**src/tfhgm_pkg.sv**
```systemverilog
// ----------------------------------------------------------------------------
// tfhgm_pkg
// Types, constants and text tables for the TCP frame HTTP GET matcher.
// ----------------------------------------------------------------------------
`default_nettype none

package tfhgm_pkg;

    localparam int GET_LEN  = 4;
    localparam int PATH_LEN = 19;

    typedef struct packed {
        logic [7:0] data_byte;
        logic       frame_end;
    } t_in;

    typedef struct packed {
        logic [31:0] source_address;
        logic [31:0] dest_address;
        logic [15:0] source_port;
        logic [15:0] dest_port;
        logic        found_get;
        logic        found_path;
        logic        report;
        logic [15:0] payload_length;
        logic        short_frame;
    } t_out;

    typedef struct packed {
        logic [2:0] get_progress;
        logic [4:0] path_progress;
        logic       get_seen;
        logic       path_seen;
    } t_match;

    function automatic logic [7:0] f_get_char(input logic [2:0] idx);
        logic [7:0] c;
        case (idx)
            3'd0:    c = "G";
            3'd1:    c = "E";
            3'd2:    c = "T";
            3'd3:    c = " ";
            default: c = 8'h00;
        endcase
        return c;
    endfunction

    function automatic logic [7:0] f_path_char(input logic [4:0] idx);
        logic [7:0] c;
        case (idx)
            5'd0:    c = "/";
            5'd1:    c = "p";
            5'd2:    c = "r";
            5'd3:    c = "o";
            5'd4:    c = "c";
            5'd5:    c = "e";
            5'd6:    c = "s";
            5'd7:    c = "s";
            5'd8:    c = "o";
            5'd9:    c = ".";
            5'd10:   c = "p";
            5'd11:   c = "h";
            5'd12:   c = "p";
            5'd13:   c = "?";
            5'd14:   c = "p";
            5'd15:   c = "r";
            5'd16:   c = "o";
            5'd17:   c = "c";
            5'd18:   c = "=";
            default: c = 8'h00;
        endcase
        return c;
    endfunction

    // header length in bytes from a 4-bit word count, at least 20
    function automatic logic [5:0] f_hdr_len(input logic [3:0] words);
        logic [5:0] b;
        b = {words, 2'b00};
        return (b < 6'd20) ? 6'd20 : b;
    endfunction

endpackage

`default_nettype wire

```
**src/tfhgm_scan.sv**
```systemverilog
// ----------------------------------------------------------------------------
// tfhgm_scan
// Payload text matchers: maps bytes outside 32..128 to '.' and advances both
// the GET and the request path matchers.
// ----------------------------------------------------------------------------
`default_nettype none

module tfhgm_scan
    import tfhgm_pkg::*;
(
    input  wire logic [7:0] i_byte,
    input  wire logic       i_en,
    input  wire t_match     i_state,
    output t_match          o_state
);

    logic [7:0] c;
    logic [2:0] g;
    logic [4:0] q;

    always_comb begin
        c = (i_byte >= 8'd32 && i_byte <= 8'd128) ? i_byte : ".";
        o_state = i_state;
        g = i_state.get_progress;
        q = i_state.path_progress;

        if (i_en && !i_state.get_seen) begin
            if (g < 3'(GET_LEN) && f_get_char(g) == c) begin
                g = g + 3'd1;
            end else begin
                g = (c == f_get_char(3'd0)) ? 3'd1 : 3'd0;
            end
            if (g >= 3'(GET_LEN)) begin
                o_state.get_seen = 1'b1;
                g = 3'd0;
            end
            o_state.get_progress = g;
        end

        if (i_en && !i_state.path_seen) begin
            if (q < 5'(PATH_LEN) && f_path_char(q) == c) begin
                q = q + 5'd1;
            end else begin
                q = (c == f_path_char(5'd0)) ? 5'd1 : 5'd0;
            end
            if (q >= 5'(PATH_LEN)) begin
                o_state.path_seen = 1'b1;
                q = 5'd0;
            end
            o_state.path_progress = q;
        end
    end

endmodule

`default_nettype wire

```
**src/tcp_frame_http_get_matcher.sv**
```systemverilog
// ----------------------------------------------------------------------------
// tcp_frame_http_get_matcher
// Ethernet/IPv4/TCP frame parser with HTTP GET request path detection.
// ----------------------------------------------------------------------------
// Takes one frame byte per clock while o_in_stall is low, with no gaps
// between frames. Each word lands in an input register and is parsed
// in one pass (header fields, payload start, both text matchers) into
// the frame state; the word marked frame_end yields one result word in
// the output register, or in a skid register behind it that holds a
// second result; input stalls only when two results wait downstream.
// ----------------------------------------------------------------------------
`default_nettype none

module tcp_frame_http_get_matcher
    import tfhgm_pkg::*;
#(
    parameter int MAC_HEADER_BYTES = 14
) (
    input  wire logic i_clk,
    input  wire logic i_rst_n,
    input  wire logic i_in_valid,
    input  wire t_in  i_in,
    output logic      o_in_stall,
    output logic      o_out_valid,
    output t_out      o_out,
    input  wire logic i_out_stall
);

    localparam logic [15:0] LP_M      = 16'(MAC_HEADER_BYTES);
    localparam logic [15:0] LP_POSMAX = 16'hFFFF;

    logic        r_in_valid;
    t_in         r_in;
    logic        r_out_valid;
    t_out        r_out;
    logic        r_skid_valid;
    t_out        r_skid;

    logic [15:0] r_pos;
    logic [5:0]  r_ihb,      n_ihb;
    logic [7:0]  r_pstart,   n_pstart;
    logic [31:0] r_src_addr, n_src_addr;
    logic [31:0] r_dst_addr, n_dst_addr;
    logic [15:0] r_src_port, n_src_port;
    logic [15:0] r_dst_port, n_dst_port;
    t_match      r_match,    n_match;

    logic [15:0] n_pos;
    logic [15:0] rel;
    logic [15:0] tcp_start;
    logic [15:0] tcp_off;
    logic        scan_en;
    logic        is_short;
    logic        in_acc;
    logic        fire;
    logic        res_new;
    logic        out_fire;
    t_out        res;

    assign o_in_stall  = r_skid_valid;
    assign o_out_valid = r_out_valid;
    assign o_out       = r_out;

    assign in_acc   = i_in_valid && !r_skid_valid;
    assign fire     = r_in_valid && !r_skid_valid;
    assign res_new  = fire && r_in.frame_end;
    assign out_fire = r_out_valid && !i_out_stall;

    always_comb begin
        n_ihb      = r_ihb;
        n_pstart   = r_pstart;
        n_src_addr = r_src_addr;
        n_dst_addr = r_dst_addr;
        n_src_port = r_src_port;
        n_dst_port = r_dst_port;
        rel        = r_pos - LP_M;
        tcp_off    = 16'd0;

        if (r_pos == LP_M) begin
            n_ihb    = f_hdr_len(r_in.data_byte[3:0]);
            n_pstart = 8'(LP_M) + {2'b00, n_ihb} + 8'd20;
        end

        if (r_pos >= LP_M) begin
            case (rel)
                16'd12:  n_src_addr[31:24] = r_in.data_byte;
                16'd13:  n_src_addr[23:16] = r_in.data_byte;
                16'd14:  n_src_addr[15:8]  = r_in.data_byte;
                16'd15:  n_src_addr[7:0]   = r_in.data_byte;
                16'd16:  n_dst_addr[31:24] = r_in.data_byte;
                16'd17:  n_dst_addr[23:16] = r_in.data_byte;
                16'd18:  n_dst_addr[15:8]  = r_in.data_byte;
                16'd19:  n_dst_addr[7:0]   = r_in.data_byte;
                default: ;
            endcase
        end

        tcp_start = LP_M + {10'd0, n_ihb};
        if (r_pos >= tcp_start) begin
            tcp_off = r_pos - tcp_start;
            case (tcp_off)
                16'd0:   n_src_port[15:8] = r_in.data_byte;
                16'd1:   n_src_port[7:0]  = r_in.data_byte;
                16'd2:   n_dst_port[15:8] = r_in.data_byte;
                16'd3:   n_dst_port[7:0]  = r_in.data_byte;
                16'd12:  n_pstart = 8'(tcp_start) + {2'b00, f_hdr_len(r_in.data_byte[7:4])};
                default: ;
            endcase
        end

        scan_en  = r_pos >= {8'd0, n_pstart};
        n_pos    = (r_pos == LP_POSMAX) ? r_pos : r_pos + 16'd1;
        is_short = n_pos < {8'd0, n_pstart};
    end

    tfhgm_scan u_scan (
        .i_byte  (r_in.data_byte),
        .i_en    (scan_en),
        .i_state (r_match),
        .o_state (n_match)
    );

    always_comb begin
        res.source_address = n_src_addr;
        res.dest_address   = n_dst_addr;
        res.source_port    = n_src_port;
        res.dest_port      = n_dst_port;
        res.found_get      = n_match.get_seen;
        res.found_path     = n_match.path_seen;
        res.report         = n_match.get_seen && n_match.path_seen;
        res.payload_length = is_short ? 16'd0 : n_pos - {8'd0, n_pstart};
        res.short_frame    = is_short;
    end

    // frame state
    always_ff @(posedge i_clk) begin
        if (!i_rst_n || res_new) begin
            r_pos      <= 16'd0;
            r_ihb      <= 6'd20;
            r_pstart   <= 8'(LP_M) + 8'd40;
            r_src_addr <= 32'd0;
            r_dst_addr <= 32'd0;
            r_src_port <= 16'd0;
            r_dst_port <= 16'd0;
            r_match    <= '0;
        end else if (fire) begin
            r_pos      <= n_pos;
            r_ihb      <= n_ihb;
            r_pstart   <= n_pstart;
            r_src_addr <= n_src_addr;
            r_dst_addr <= n_dst_addr;
            r_src_port <= n_src_port;
            r_dst_port <= n_dst_port;
            r_match    <= n_match;
        end
    end

    // handshake control
    always_ff @(posedge i_clk) begin
        if (!i_rst_n) begin
            r_in_valid   <= 1'b0;
            r_out_valid  <= 1'b0;
            r_skid_valid <= 1'b0;
        end else begin
            if (!r_skid_valid) begin
                r_in_valid <= in_acc;
            end
            if (r_skid_valid) begin
                if (out_fire) begin
                    r_skid_valid <= 1'b0;
                end
            end else if (res_new) begin
                if (!r_out_valid || out_fire) begin
                    r_out_valid <= 1'b1;
                end else begin
                    r_skid_valid <= 1'b1;
                end
            end else if (out_fire) begin
                r_out_valid <= 1'b0;
            end
        end
    end

    // payload words
    always_ff @(posedge i_clk) begin
        if (in_acc) begin
            r_in <= i_in;
        end
        if (r_skid_valid) begin
            if (out_fire) begin
                r_out <= r_skid;
            end
        end else if (res_new) begin
            if (!r_out_valid || out_fire) begin
                r_out <= res;
            end else begin
                r_skid <= res;
            end
        end
    end

endmodule

`default_nettype wire

```
**config.mk**
```make
export PLATFORM = sky130hd
export DESIGN_NAME = tcp_frame_http_get_matcher
export DESIGN_NICKNAME = d
export VERILOG_FILES = /design/src/tfhgm_pkg.sv /design/src/tfhgm_scan.sv /design/src/tcp_frame_http_get_matcher.sv
export SDC_FILE = /design/constraint.sdc
export NUM_CORES = 1
export LEC_CHECK = 0
export ABC_AREA = 1
export BUFFER_PORTS_ARGS = -buffer_cell sky130_fd_sc_hd__buf_2
export CAP_MARGIN = 15
export CORE_MARGIN = 2
export CORE_UTILIZATION = 55
export DETAILED_ROUTE_END_ITERATION = 7
export PLACE_DENSITY = 0.77
export SLEW_MARGIN = 10
export SYNTH_ARGS = -nofsm -noshare
export SYNTH_HDL_FRONTEND = slang
export SYNTH_SLANG_ARGS = --single-unit
```
**constraint.sdc**
```tcl
create_clock -name i_clk -period 7.55 [get_ports i_clk]
set_input_delay 1.51 -clock i_clk [delete_from_list [all_inputs] [get_ports i_clk]]
set_output_delay 1.51 -clock i_clk [all_outputs]
set_load 0.02 [all_outputs]
```
Word level (Yosys, flattened, before mapping)
Memories as Yosys holds them, arrays and structs flattened. A register that Yosys moved wholly into a read port is not among the register bits.
Index checks and enable logic that the tools add are counted.
- memory bits (read-only): 224
- flip-flop bits (word level): 380
- memories: 1
- word-level logic and storage cells: 163
- input port bits: 13
- $lt $le $gt $ge: 12
- bitwise logic cells: 2
- reductions and logical operators: 28
- equal/unequal tests: 23
- $add $sub $neg: 10
- multiplexer cells: 53
- memories (memory ; words ; width ; rd ports ; clocked after memory_dff ; wr ports ; RTL line ; RTL):
    (no name shown) ; 32 ; 7 ; 1 ; 1 ; 0 ; tfhgm_pkg.sv:50 ; case (idx)
- operators with widths (operator ; number):
    $mux 116 ; 4
    $mux 8 ; 18
    $eq 16x4->1 const B ; 6
    $eq 16x5->1 const B ; 4
    $mux 16 ; 4
    $mux 32 ; 2
    $eq 16x2->1 const B ; 2
    $pmux 7 s4 ; 1
    $mux 5 ; 5
    $mux 6 ; 3
    $add 16x1->16 const B ; 1
    $eq 16x1->1 const B ; 1
    $eq 16x16->1 const B ; 1
    $eq 8x8->1 ; 2
    $ge 16x4->1 const B ; 1
    $ge 16x7->1 ; 1
    $ge 16x8->1 ; 1
    $logic_not 16->1 ; 1
    $lt 16x8->1 ; 1
    $sub 16x4->16 const B ; 1
    $sub 16x7->16 ; 1
    $sub 16x8->16 ; 1
    $add 4x6->7 const A ; 2
    $mux 1 ; 13
    25 further kinds ; 51

Depth between registers and ports, before layout
Gate-level depths: netlist (run 1).
- word-level depth: 22
- mapped depth: 49
- mapped depth without buffers: 47

Hierarchy
A second synthesis (run 1) with hierarchy kept.
- cell total of the unflattened synthesis: 2326
- area total of the unflattened synthesis: 19069.5 sq um
- modules (own cells, without submodules) (module ; sequential area each (sq um) ; area each (sq um) ; times used ; cells each):
    tcp_frame_http_get_matcher ; 10019.6 ; 17968.5 ; 1 ; 2132
    tfhgm_scan ; 0.0 ; 1101.1 ; 1 ; 194

Worst setup path after synthesis (run 1)
Ideal clock, no wire load.
- kind: input to register
- start: in i_out_stall
- end: reg r_skid[0] in the netlist's numbering (enable)
- arrival time: 6451 ps
- stages on the path: 2
- required time: 6957 ps
- slack: 505 ps
- cell sequence: nand2_1 -> nor2_1
- cells in the longest elaborated chain, start to end: 5
- ends and longest elaborated chain (element ; RTL line ; RTL):
    from (decl) ; tcp_frame_http_get_matcher.sv:26 ; input wire logic i_out_stall
    $logic_not 1->1 ; tcp_frame_http_get_matcher.sv:67 ; assign out_fire = r_out_valid && !i_out_stall;
    $logic_and 1x1->1 ; tcp_frame_http_get_matcher.sv:67 ;
    $logic_or 1x1->1 ; tcp_frame_http_get_matcher.sv:194 ; if (!r_out_valid || out_fire) begin
    $not 1->1 (no source line) ; -- ;
    $reduce_and 3->1 (no source line) ; -- ;
    to (signal assigned) ; tcp_frame_http_get_matcher.sv:197 ; r_skid <= res;
    to (decl) ; tcp_frame_http_get_matcher.sv:37 ; t_out r_skid;
Every way passes these cells.
A chain may end at the register's enable or synchronous reset.

==> results of run 1 <==
[through the flow]
stage / hold WS, ps / total power, mW / util (%) / cell area [µm²] / cells
after floorplan: 430 / 2.84 / - / 18600 / 2213
after global placement: 450 / 2.98 / 58.4 / 19500 / 2702
after detailed placement: 465 / 2.99 / 58.4 / 19500 / 2702
after CTS: 475 / 4.90 / 62.2 / 20800 / 2774
after global routing: 495 / 5.06 / 62.2 / 20800 / 2774
final: 467 / 4.87 / 62.2 / 20800 / 2774
[registers in the layout, summed over array words and instances (netlist names), named ones only]
signal       count
r_in_valid       1
r_pos           16
r_ihb            6
r_src_addr      32
o_out_valid      1
r_dst_addr      32
r_in             9
r_src_port      16
r_match         10
r_dst_port      16
r_skid         116
o_out          116
r_pstart         8
o_in_stall       1
[tightest hold or removal path: cells and delay by family, from the launching register on]
family	cells	cell delay [ps]
buffers and inverters	1	70
AO/OA/AOI/OAI	1	60
flip-flops	1	300
[cell usage after synthesis, drive strengths merged]
| master | instances | area (µm²) |
|---|---|---|
| o211ai | 5 | 37.5 |
| a21boi | 1 | 7.51 |
| inv | 253 | 952 |
| nand3 | 82 | 460 |
| nand4 | 19 | 125 |
| nor2 | 241 | 997 |
| a31oi | 2 | 12.5 |
| nand3b | 3 | 22.5 |
| edfxtp | 241 | 7240 |
| a2111oi | 1 | 8.76 |
| clkbuf | 80 | 300 |
| nor3b | 2 | 15.0 |
| xor2 | 25 | 226 |
| a21o | 1 | 7.51 |
| a41oi | 1 | 8.76 |
| buf | 19 | 105 |
| o221ai | 1 | 8.76 |
| and3 | 1 | 6.26 |
| dfxtp | 146 | 2920 |
| ha | 38 | 475 |
| o41ai | 1 | 8.76 |
| o21bai | 1 | 7.51 |
| nor4 | 15 | 93.8 |
| o21ai | 293 | 1470 |
| o22ai | 1 | 6.26 |
| clkinv | 3 | 12.5 |
| a32o | 1 | 10.0 |
| fa | 2 | 40.0 |
| a211oi | 4 | 30.0 |
| nor3 | 15 | 80.1 |
| a21oi | 97 | 489 |
| nand2 | 603 | 2330 |
| or2 | 2 | 12.5 |
| a311oi | 1 | 8.76 |
| xnor2 | 12 | 105 |
[final timing paths]
path | slack (ps) | cells after the start | start | endpoint
hold / removal | 470 | 2 | r_ihb[5]$_SDFFE_PP0P_ | r_ihb[5]$_SDFFE_PP0P_
hold reg to reg | 470 | 2 | r_ihb[5]$_SDFFE_PP0P_ | r_ihb[5]$_SDFFE_PP0P_
setup / recovery | 940 | 44 | r_pos[0]$_SDFFE_PP0P_ | register
setup reg to reg | 940 | 44 | r_pos[0]$_SDFFE_PP0P_ | register
[kinds of logic (layout without fill, tap and decap cells)]
kind of cell,count (synthesis),after routing
and+or+nand+nor,983,983
AOI/OAI and AO/OA,411,411
xor gates and xnor gates,37,37
buffers and inverters,355,468
adders and majority gates,40,40
DFF,387,387
[per-layer routing]
metal	part of all wire [%]	GRT usage (%)
met3	6.4	3.43
met5	0	0
met1	44	35.6
met4	2.6	8.63
met2	47	42.8
[layout make-up]
| class | count | share of cell area (%) |
|---|---|---|
| Sequential cell | 387 | 48.9 |
| Inverter | 256 | 4.65 |
| Clock inverter | 17 | 0.908 |
| Clock buffer | 55 | 5.13 |
| Timing Repair Buffer | 140 | 3.49 |
| Tap cell | 448 | 2.69 |
| Multi-Input combinational cell | 1471 | 34.3 |
[report_power, final]
| part | leakage, nW | internal, mW | total (mW) | switching [mW] |
|---|---|---|---|---|
| registers | 3.37 | 2.34 | 2.38 | 0.0459 |
| logic | 5.13 | 0.177 | 0.576 | 0.398 |
| clock network | 0.608 | 1.10 | 1.92 | 0.815 |
==> impl_metrics.tcl, run 1 <==
set metrics [dict create \
    die_w_um 188 \
    hold_buffers 0 \
    first_global_vias 14400 \
    commonest_cells_after_routing_fill_and_taps_aside "sky130_fd_sc_hd__nand2_1 (580), sky130_fd_sc_hd__o21ai_0 (277), sky130_fd_sc_hd__inv_1 (241), sky130_fd_sc_hd__edfxtp_1 (241), sky130_fd_sc_hd__nor2_1 (225)" \
    synthDistinctLibCells 53 \
    floorplan.initialDensity_pct 55.7 \
    clk_buf_depth 3 \
    setup_tns_ps 0 \
    final-setup-viol-count 0 \
    synthAdderAreaFrac_pct 2.77 \
    postCtsSetupRepairBufs 0 \
    clock_skew_ps 19.7 \
    final_common_cell "sky130_fd_sc_hd__nand2_1" \
    dieHeight_um 188 \
    status "completed" \
    grtUsageTotal_pct 26.0 \
    cts.clk_slew.worst_paths_ps 60 \
    hold_viol 0 \
    synth.avg_cell_area_um2 8.42 \
    setup.worst_path.end_class "register" \
    static-leakage-power_nw 9.10 \
    cell_type_with_the_highest_occurrence_count_on_the_critical_path "sky130_fd_sc_hd__nand2_1" \
    dpl_wire_length_um 29700 \
    grt_remaining_overflow 0 \
    tritoncts_clock_tree "yes" \
    cts_made_buffers 40 \
    seqCellArea_um2 10200 \
    syn_inst 2213 \
    period_minus_slack_ps 6610 \
    hold_path_class "reg -> reg" \
    critical_path.top_delay_family "simple AND/OR/NAND/NOR gates" \
    mappedNetlistNets 2266 \
    max_stage_delay_ps 370 \
    synth.yosys.warnings 0 \
    synth.yosys.seq_area_share_pct 54.5 \
    report.final.slew_viol_count 0 \
    design.die.area_um2 35400 \
    setup_ws_ps 938 \
    max_freq_mhz 151 \
    worst-slew-pin-transition_ps 1090 \
    muxShareOfSynthArea_pct 0 \
    detail_route.vias_per_cell 5.44 \
    port_buffers 130 \
    post_route_cells_drive_above_1_share_pct 11.4 \
    synth_xor_area_share_pct 1.78 \
    drc 0 \
    largest_net_degree_at_the_start_of_global_routing 93 \
    largest_family_of_logic_cells_by_synthesized_area "simple AND/OR/NAND/NOR gates" \
    kind_of_start_point_of_the_critical_path "register" \
    postCtsResizedCells 0 \
    postSynthRegisterBits 387 \
    htree_levels 2 \
    cell_area_synth_um2 18600 \
    detail_routed_net_length_per_standard_cell_um 16.5 \
    critical_path_buf_inv_count 5 \
    syn_to_final_growth_pct 11.6 \
    cts_root_buf "sky130_fd_sc_hd__clkbuf_16" \
    dpl_worst_slack_ps 1040 \
    drv_cap 0 \
    worst_slew_margin_rel_pct 27.2 \
    detail_route.wirelength_um 45700 \
    core_area_um2 33400 \
    finalWeightedCongestion 0.920 \
    detailedRoute.firstIterationViolations 1355 \
    antenna-diode-count 0 \
    floorplan.rows 67 \
    min_period_over_period_pct 87.6 \
    setup.worst_path.class "reg -> reg" \
    synth-simple-area-share_pct 22.2 \
    ioPinCount 131 \
    timing.critical_path.slowest_stage_cell "sky130_fd_sc_hd__o21ai_0" \
    clock_insertion_delay_worst_skew_ps 530 \
    multi_input_area_um2 7130 \
    ir_drop_mv 0.131 \
    powerDensity_nw_per_um2 234 \
    grt_antenna_before_repair 0 \
    final_nets 2349 \
    critical_path_required_ps 7960 \
    critPathMaxFanout 12 \
    synth-compound-area-share_pct 11.4 \
    detail_route_antenna_nets 0 \
    routed-via-count 15100 \
    fillers 2793 \
    clock_sink_count 387 \
    grt_pass1_wl_um 73900 \
    drt_pre_antenna_iters 6 \
    critPathArrivalTime_ps 7020 \
    rsz0062_at_grt "no" \
]
Note: power is estimated with default switching activity, not from simulation.
==> inputs of run 2 (changes only) <==
ABC_AREA = not set   (was 1)
==> run 2 against run 1 <==
Combinational power fell by 48%. Clock power rose by 9%. Sequential share of layout area fell by 0.61 points. Fmax fell by 6.0%. Flip-flop and latch count did not move. Critical path type unchanged. Largest cell class unchanged.
==> impl_metrics.tcl, run 2 <==
set metrics [dict create \
    seqCellArea_um2 10200 \
    clock_sink_count 387 \
    final_nets 1850 \
    synthAdderAreaFrac_pct 3.11 \
    antenna-diode-count 0 \
    ioPinCount 131 \
    detail_route.vias_per_cell 5.78 \
    mappedNetlistNets 1717 \
    grt_remaining_overflow 0 \
    grtUsageTotal_pct 24.2 \
    netlist.top_cell.by_area "sky130_fd_sc_hd__edfxtp_1" \
    clock_insertion_delay_worst_skew_ps 540 \
    cts_root_buf "sky130_fd_sc_hd__clkbuf_16" \
    syn_inst 1664 \
    core_area_um2 32700 \
    placed_cells 2195 \
    cell_area_synth_um2 18300 \
    finalWeightedCongestion 0.874 \
    ir_drop_mv 0.164 \
    final-setup-viol-count 0 \
    dpl_wire_length_um 28000 \
    multi_input_area_um2 7710 \
    critPathMaxFanout 10 \
    syn_to_final_growth_pct 15.1 \
    tritoncts_clock_tree "yes" \
    status "completed" \
    rsz0062_at_grt "no" \
    total_power_mw 4.72 \
    detail_route_antenna_nets 0 \
    cts_made_buffers 41 \
    cts.clk_slew.worst_paths_ps 60 \
    top_signal_layer_used "met4" \
    report.final.slew_viol_count 0 \
    worst_slew_margin_rel_pct 28.0 \
    clock_skew_ps 13.3 \
    synth-compound-area-share_pct 7.57 \
    synth_xor_area_share_pct 2.42 \
    detail_routed_net_length_per_standard_cell_um 18.9 \
    die_w_um 186 \
    cell_type_with_the_highest_occurrence_count_on_the_critical_path "sky130_fd_sc_hd__o21ai_0" \
    grt_pass1_wl_um 67900 \
    crit-reg2reg-launch "r_pos[0]$_SDFFE_PP0P_" \
    dieHeight_um 186 \
    critical_path_required_ps 7970 \
    max_stage_delay_ps 390 \
    drc 0 \
    synthDistinctLibCells 79 \
    setup.worst_path.start "r_pos[0]$_SDFFE_PP0P_" \
    hold_path_class "reg -> reg" \
    post_layout_nonfiller_instances 2272 \
    finish.utilization_pct 64.4 \
    design.die.area_um2 34800 \
    number_of_cells_on_the_worst_hold_path 2 \
    drt_pre_antenna_iters 6 \
    first_global_vias 12500 \
    floorplan.rows 66 \
    grt_antenna_before_repair 0 \
    asyncSetResetFlopFracSynth_pct 0 \
    synth.avg_cell_area_um2 11.0 \
    finalHoldWorstSlack_ps 452 \
    flip_flop_cell_with_the_highest_count_after_synthesis "sky130_fd_sc_hd__edfxtp_1" \
    htree_levels 2 \
    hold_viol 0 \
    critPathArrivalTime_ps 7450 \
    detailedRoute.firstIterationViolations 1082 \
    reg2reg_depth 32 \
    clk_buf_depth 3 \
    fillers 2539 \
    postSynthRegisterBits 387 \
    synth.yosys.seq_area_share_pct 55.5 \
    drv_cap 0 \
    largest_net_degree_at_the_start_of_global_routing 107 \
    detail_route.wirelength_um 42900 \
    ff2ff_setup_slack_ps 520 \
    setup_tns_ps 0 \
    synth-simple-area-share_pct 16.3 \
    static-leakage-power_nw 8.13 \
    synth.yosys.warnings 0 \
    routedLengthMet1_um 18900 \
    met3_wirelength_um 2200 \
    kind_of_start_point_of_the_critical_path "register" \
    wl_met2_um 20900 \
    muxShareOfSynthArea_pct 12.4 \
    setup.worst_path.end_class "register" \
    powerDensity_nw_per_um2 224 \
    worst-slew-pin-transition_ps 1080 \
    synth_edf_count 241 \
    min_period_over_period_pct 93.2 \
    min_to "r_dst_port[5]$_SDFFE_PP0P_" \
    commonest_cells_after_routing_fill_and_taps_aside "sky130_fd_sc_hd__nor2_1 (241), sky130_fd_sc_hd__edfxtp_1 (241), sky130_fd_sc_hd__mux2_2 (193)" \
    max_freq_mhz 142 \
    period_minus_slack_ps 7030 \
    ys_top_cells_by_count "sky130_fd_sc_hd__nor2_1 (242), sky130_fd_sc_hd__edfxtp_1 (241), sky130_fd_sc_hd__mux2_2 (193)" \
    timing.critical_path.slowest_stage_cell "sky130_fd_sc_hd__o21ai_0" \
    routed-via-count 13100 \
    worstHoldStart "r_dst_port[5]$_SDFFE_PP0P_" \
    floorplan.initialDensity_pct 56.0 \
    setup.worst_path.class "reg -> reg" \
    post_synth_top_area_share_pct 39.5 \
    ys_top_cells_by_area "sky130_fd_sc_hd__edfxtp_1 (40%), sky130_fd_sc_hd__dfxtp_1 (16%), sky130_fd_sc_hd__mux2_2 (12%)" \
    largest_family_of_logic_cells_by_synthesized_area "simple AND/OR/NAND/NOR gates" \
    port_buffers 130 \
    post-synth-top-count-cell "sky130_fd_sc_hd__nor2_1" \
    post_route_cells_drive_above_1_share_pct 26.2 \
]
-- run 2: metrics by stage --
step | instance area [µm²] | setup WS (ps)
2_1_floorplan | 18300 | 256
3_3_place_gp | 19600 | 347
3_5_place_dp | 19600 | 168
4_1_cts | 21000 | 134
5_1_grt | 21100 | 10.4
6_report | 21100 | 516
-- run 2: kinds of logic after synthesis --
logic type,count (synthesis)
flip-flops,387
AND/OR/NAND/NOR,633
buffers and inverters,132
multiplexers,201
AO/OA/AOI/OAI,217
XOR/XNOR,49
adder cells (fa/ha/maj),45
-- run 2: critical path: cells and delay by family (launching register included) --
family,cells,cell delay [ps]
buffers and inverters,3,380
AO/OA/AOI/OAI,8,1710
adder cells (fa/ha/maj),6,1720
flip-flops,1,370
AND/OR/NAND/NOR,14,2580
multiplexers,1,120
-- run 2: worst max path at each step --
stage | to | slack (ps)
CTS | register | 130
floorplan | register | 260
finish | register | 520
global route | register | 10
detailed placement | register | 170
global placement | register | 350
-- run 2: area by class of cell --
type / instances / area share, %
Multi-Input combinational cell: 1145 / 36.6
Timing Repair Buffer: 184 / 5.13
Sequential cell: 387 / 48.2
Clock buffer: 54 / 5.44
Clock inverter: 22 / 1.29
Inverter: 38 / 0.677
Tap cell: 442 / 2.62
-- run 2: routing by layer --
layer	vias up	track usage (%)
met5	-	0
met4	0	6.44
met3	78	2.99
met2	425	40.5
met1	6371	33.5
li1	6259	-
-- run 2: repair_timing --
item	in CTS	in global routing
hold buffers	0	0
gates resized for setup	0	15
buffers inserted	0	0
setup endpoints to repair	0	37
-- run 2: where the power goes --
group / total [mW] / internal, mW / switching [mW]
combinational: 0.300 / 0.106 / 0.193
clock: 2.10 / 1.28 / 0.820
sequential: 2.32 / 2.30 / 0.0263
total: 4.72 / 3.68 / 1.04
==> inputs of run 3 (changes only) <==
CELL_PAD_IN_SITES_DETAIL_PLACEMENT = 1   (was not set)
CELL_PAD_IN_SITES_GLOBAL_PLACEMENT = 1   (was not set)
CORE_UTILIZATION = 49   (was 55)
PLACE_DENSITY = 0.84   (was 0.77)
SLEW_MARGIN = 20   (was 10)
==> run 3 against run 2 <==
Count of clock-buffer cells in the layout grew 4. Non-clock buffer count grew 4. Final cell count grew 1.3%. Global-route usage grew 2.5 points. Core utilization shrank 7.2 points. Total power shrank 2.6%. Largest power group unchanged.
==> impl_metrics.tcl, run 3 (synthesis gave the netlist of run 2 again) <==
set metrics [dict create \
    antenna-diode-count 0 \
    dieHeight_um 197 \
    worst-slew-pin-transition_ps 1060 \
    stdcell_area_um2 21000 \
    setup.worst_path.class "reg -> reg" \
    detailedRoute.firstIterationViolations 852 \
    finalWeightedCongestion 0.927 \
    grt_pass1_wl_um 81100 \
    drc 0 \
    drt_pre_antenna_iters 5 \
    ir_drop_mv 0.185 \
    min_period_over_period_pct 94.9 \
    commonest_cells_after_routing_fill_and_taps_aside "sky130_fd_sc_hd__nor2_1 (241), sky130_fd_sc_hd__edfxtp_1 (241), sky130_fd_sc_hd__mux2_2 (193)" \
    setup.worst_path.end_class "register" \
    hold_buffers 0 \
    hold_viol 0 \
    grtUsageTotal_pct 26.7 \
    dpl-instance-area_um2 19700 \
    max_freq_mhz 140 \
    detail_route_antenna_nets 0 \
    fillers 3851 \
    total_power_mw 4.60 \
    finish.utilization_pct 57.2 \
    post_route_cells_drive_above_1_share_pct 26.2 \
    largest_net_degree_at_the_start_of_global_routing 74 \
    multi_input_area_um2 7730 \
    grt_antenna_before_repair 0 \
    die_w_um 197 \
    drv_cap 0 \
    detail_route.vias_per_cell 5.88 \
    cts_root_buf "sky130_fd_sc_hd__clkbuf_16" \
    period_minus_slack_ps 7160 \
    cts_made_buffers 41 \
    floorplan.initialDensity_pct 49.9 \
    ioPinCount 131 \
    finalHoldWorstSlack_ps 455 \
    routed-via-count 13500 \
    powerDensity_nw_per_um2 219 \
    static-leakage-power_nw 8.08 \
    clk_buf_depth 3 \
    cts.clk_slew.worst_paths_ps 60 \
    dpl_worst_slack_ps 307 \
    placed_cells 2225 \
    setup_tns_ps 0 \
    design.die.area_um2 38900 \
    worst_slew_margin_rel_pct 29.4 \
    htree_levels 2 \
    clock_insertion_delay_worst_skew_ps 570 \
    core_area_um2 36700 \
    seqCellArea_um2 10200 \
    status "completed" \
    final_nets 1854 \
    post_layout_nonfiller_instances 2301 \
    port_buffers 130 \
    timing.critical_path.slowest_stage_cell "sky130_fd_sc_hd__a2111o_1" \
    detail_routed_net_length_per_standard_cell_um 22.5 \
    final-setup-viol-count 0 \
    syn_to_final_growth_pct 14.6 \
    critical_path_required_ps 8010 \
    report.final.slew_viol_count 0 \
    clock_skew_ps 20.0 \
    tritoncts_clock_tree "yes" \
    dpl_wire_length_um 32600 \
    hold_path_class "reg -> reg" \
    first_global_vias 14400 \
    setup_ws_ps 386 \
    detail_route.wirelength_um 51800 \
    critPathArrivalTime_ps 7620 \
    clock_sink_count 387 \
    critPathMaxFanout 13 \
    grt_remaining_overflow 0 \
    max_stage_delay_ps 470 \
    kind_of_start_point_of_the_critical_path "register" \
    floorplan.rows 70 \
]
## run 3: cell types whose count changed in the layout (fill, tap and decap cells not counted), sizes merged
cell    delta
clkbuf     +4
buf        +4
inv        +3
bufinv     -5
clkinv     -3
## run 3: path summary, 6_finish.rpt
check,start,endpoint,slack (ps),cells past startpoint
setup / recovery,r_pos[12]$_SDFFE_PP0P_,register,390,34
hold / removal,r_src_port[7]$_SDFFE_PP0P_,r_src_port[7]$_SDFFE_PP0P_,460,2
hold reg to reg,r_src_port[7]$_SDFFE_PP0P_,r_src_port[7]$_SDFFE_PP0P_,460,2
setup reg to reg,r_pos[12]$_SDFFE_PP0P_,register,390,34
## run 3: critical path: cells and delay by family, from the launching register on
family / cells / cell delay (ps)
flip-flops: 1 / 360
buffers and inverters: 5 / 790
adder cells (fa/ha/maj): 4 / 1280
multiplexers: 2 / 440
XOR/XNOR: 1 / 160
AO/OA/AOI/OAI: 10 / 1900
AND/OR/NAND/NOR: 12 / 2110
## run 3: final cells by class
cell class / instances / area share, %
Inverter: 38 / 0.679
Multi-Input combinational cell: 1145 / 36.8
Timing Repair Buffer: 188 / 5.17
Clock buffer: 58 / 5.38
Clock inverter: 17 / 0.745
Tap cell: 468 / 2.79
Sequential cell: 387 / 48.4
## run 3: timing repair
action / 4_1_cts / 5_1_grt
resized for setup: 0 / 15
setup endpoints to repair: 0 / 9
setup buffers: 0 / 1
## run 3: routing by layer
metal	up-vias	global-route usage, %	part of all wire [%]
met2	334	45.5	49
li1	6250	-	-
met5	-	0	0
met3	102	3.91	3.9
met4	0	9.75	3.2
met1	6835	34.5	43
## run 3: power breakdown
part / switching (mW) / total, mW / internal (mW)
logic: 0.215 / 0.322 / 0.107
registers: 0.0291 / 2.33 / 2.30
clock network: 0.857 / 1.95 / 1.10
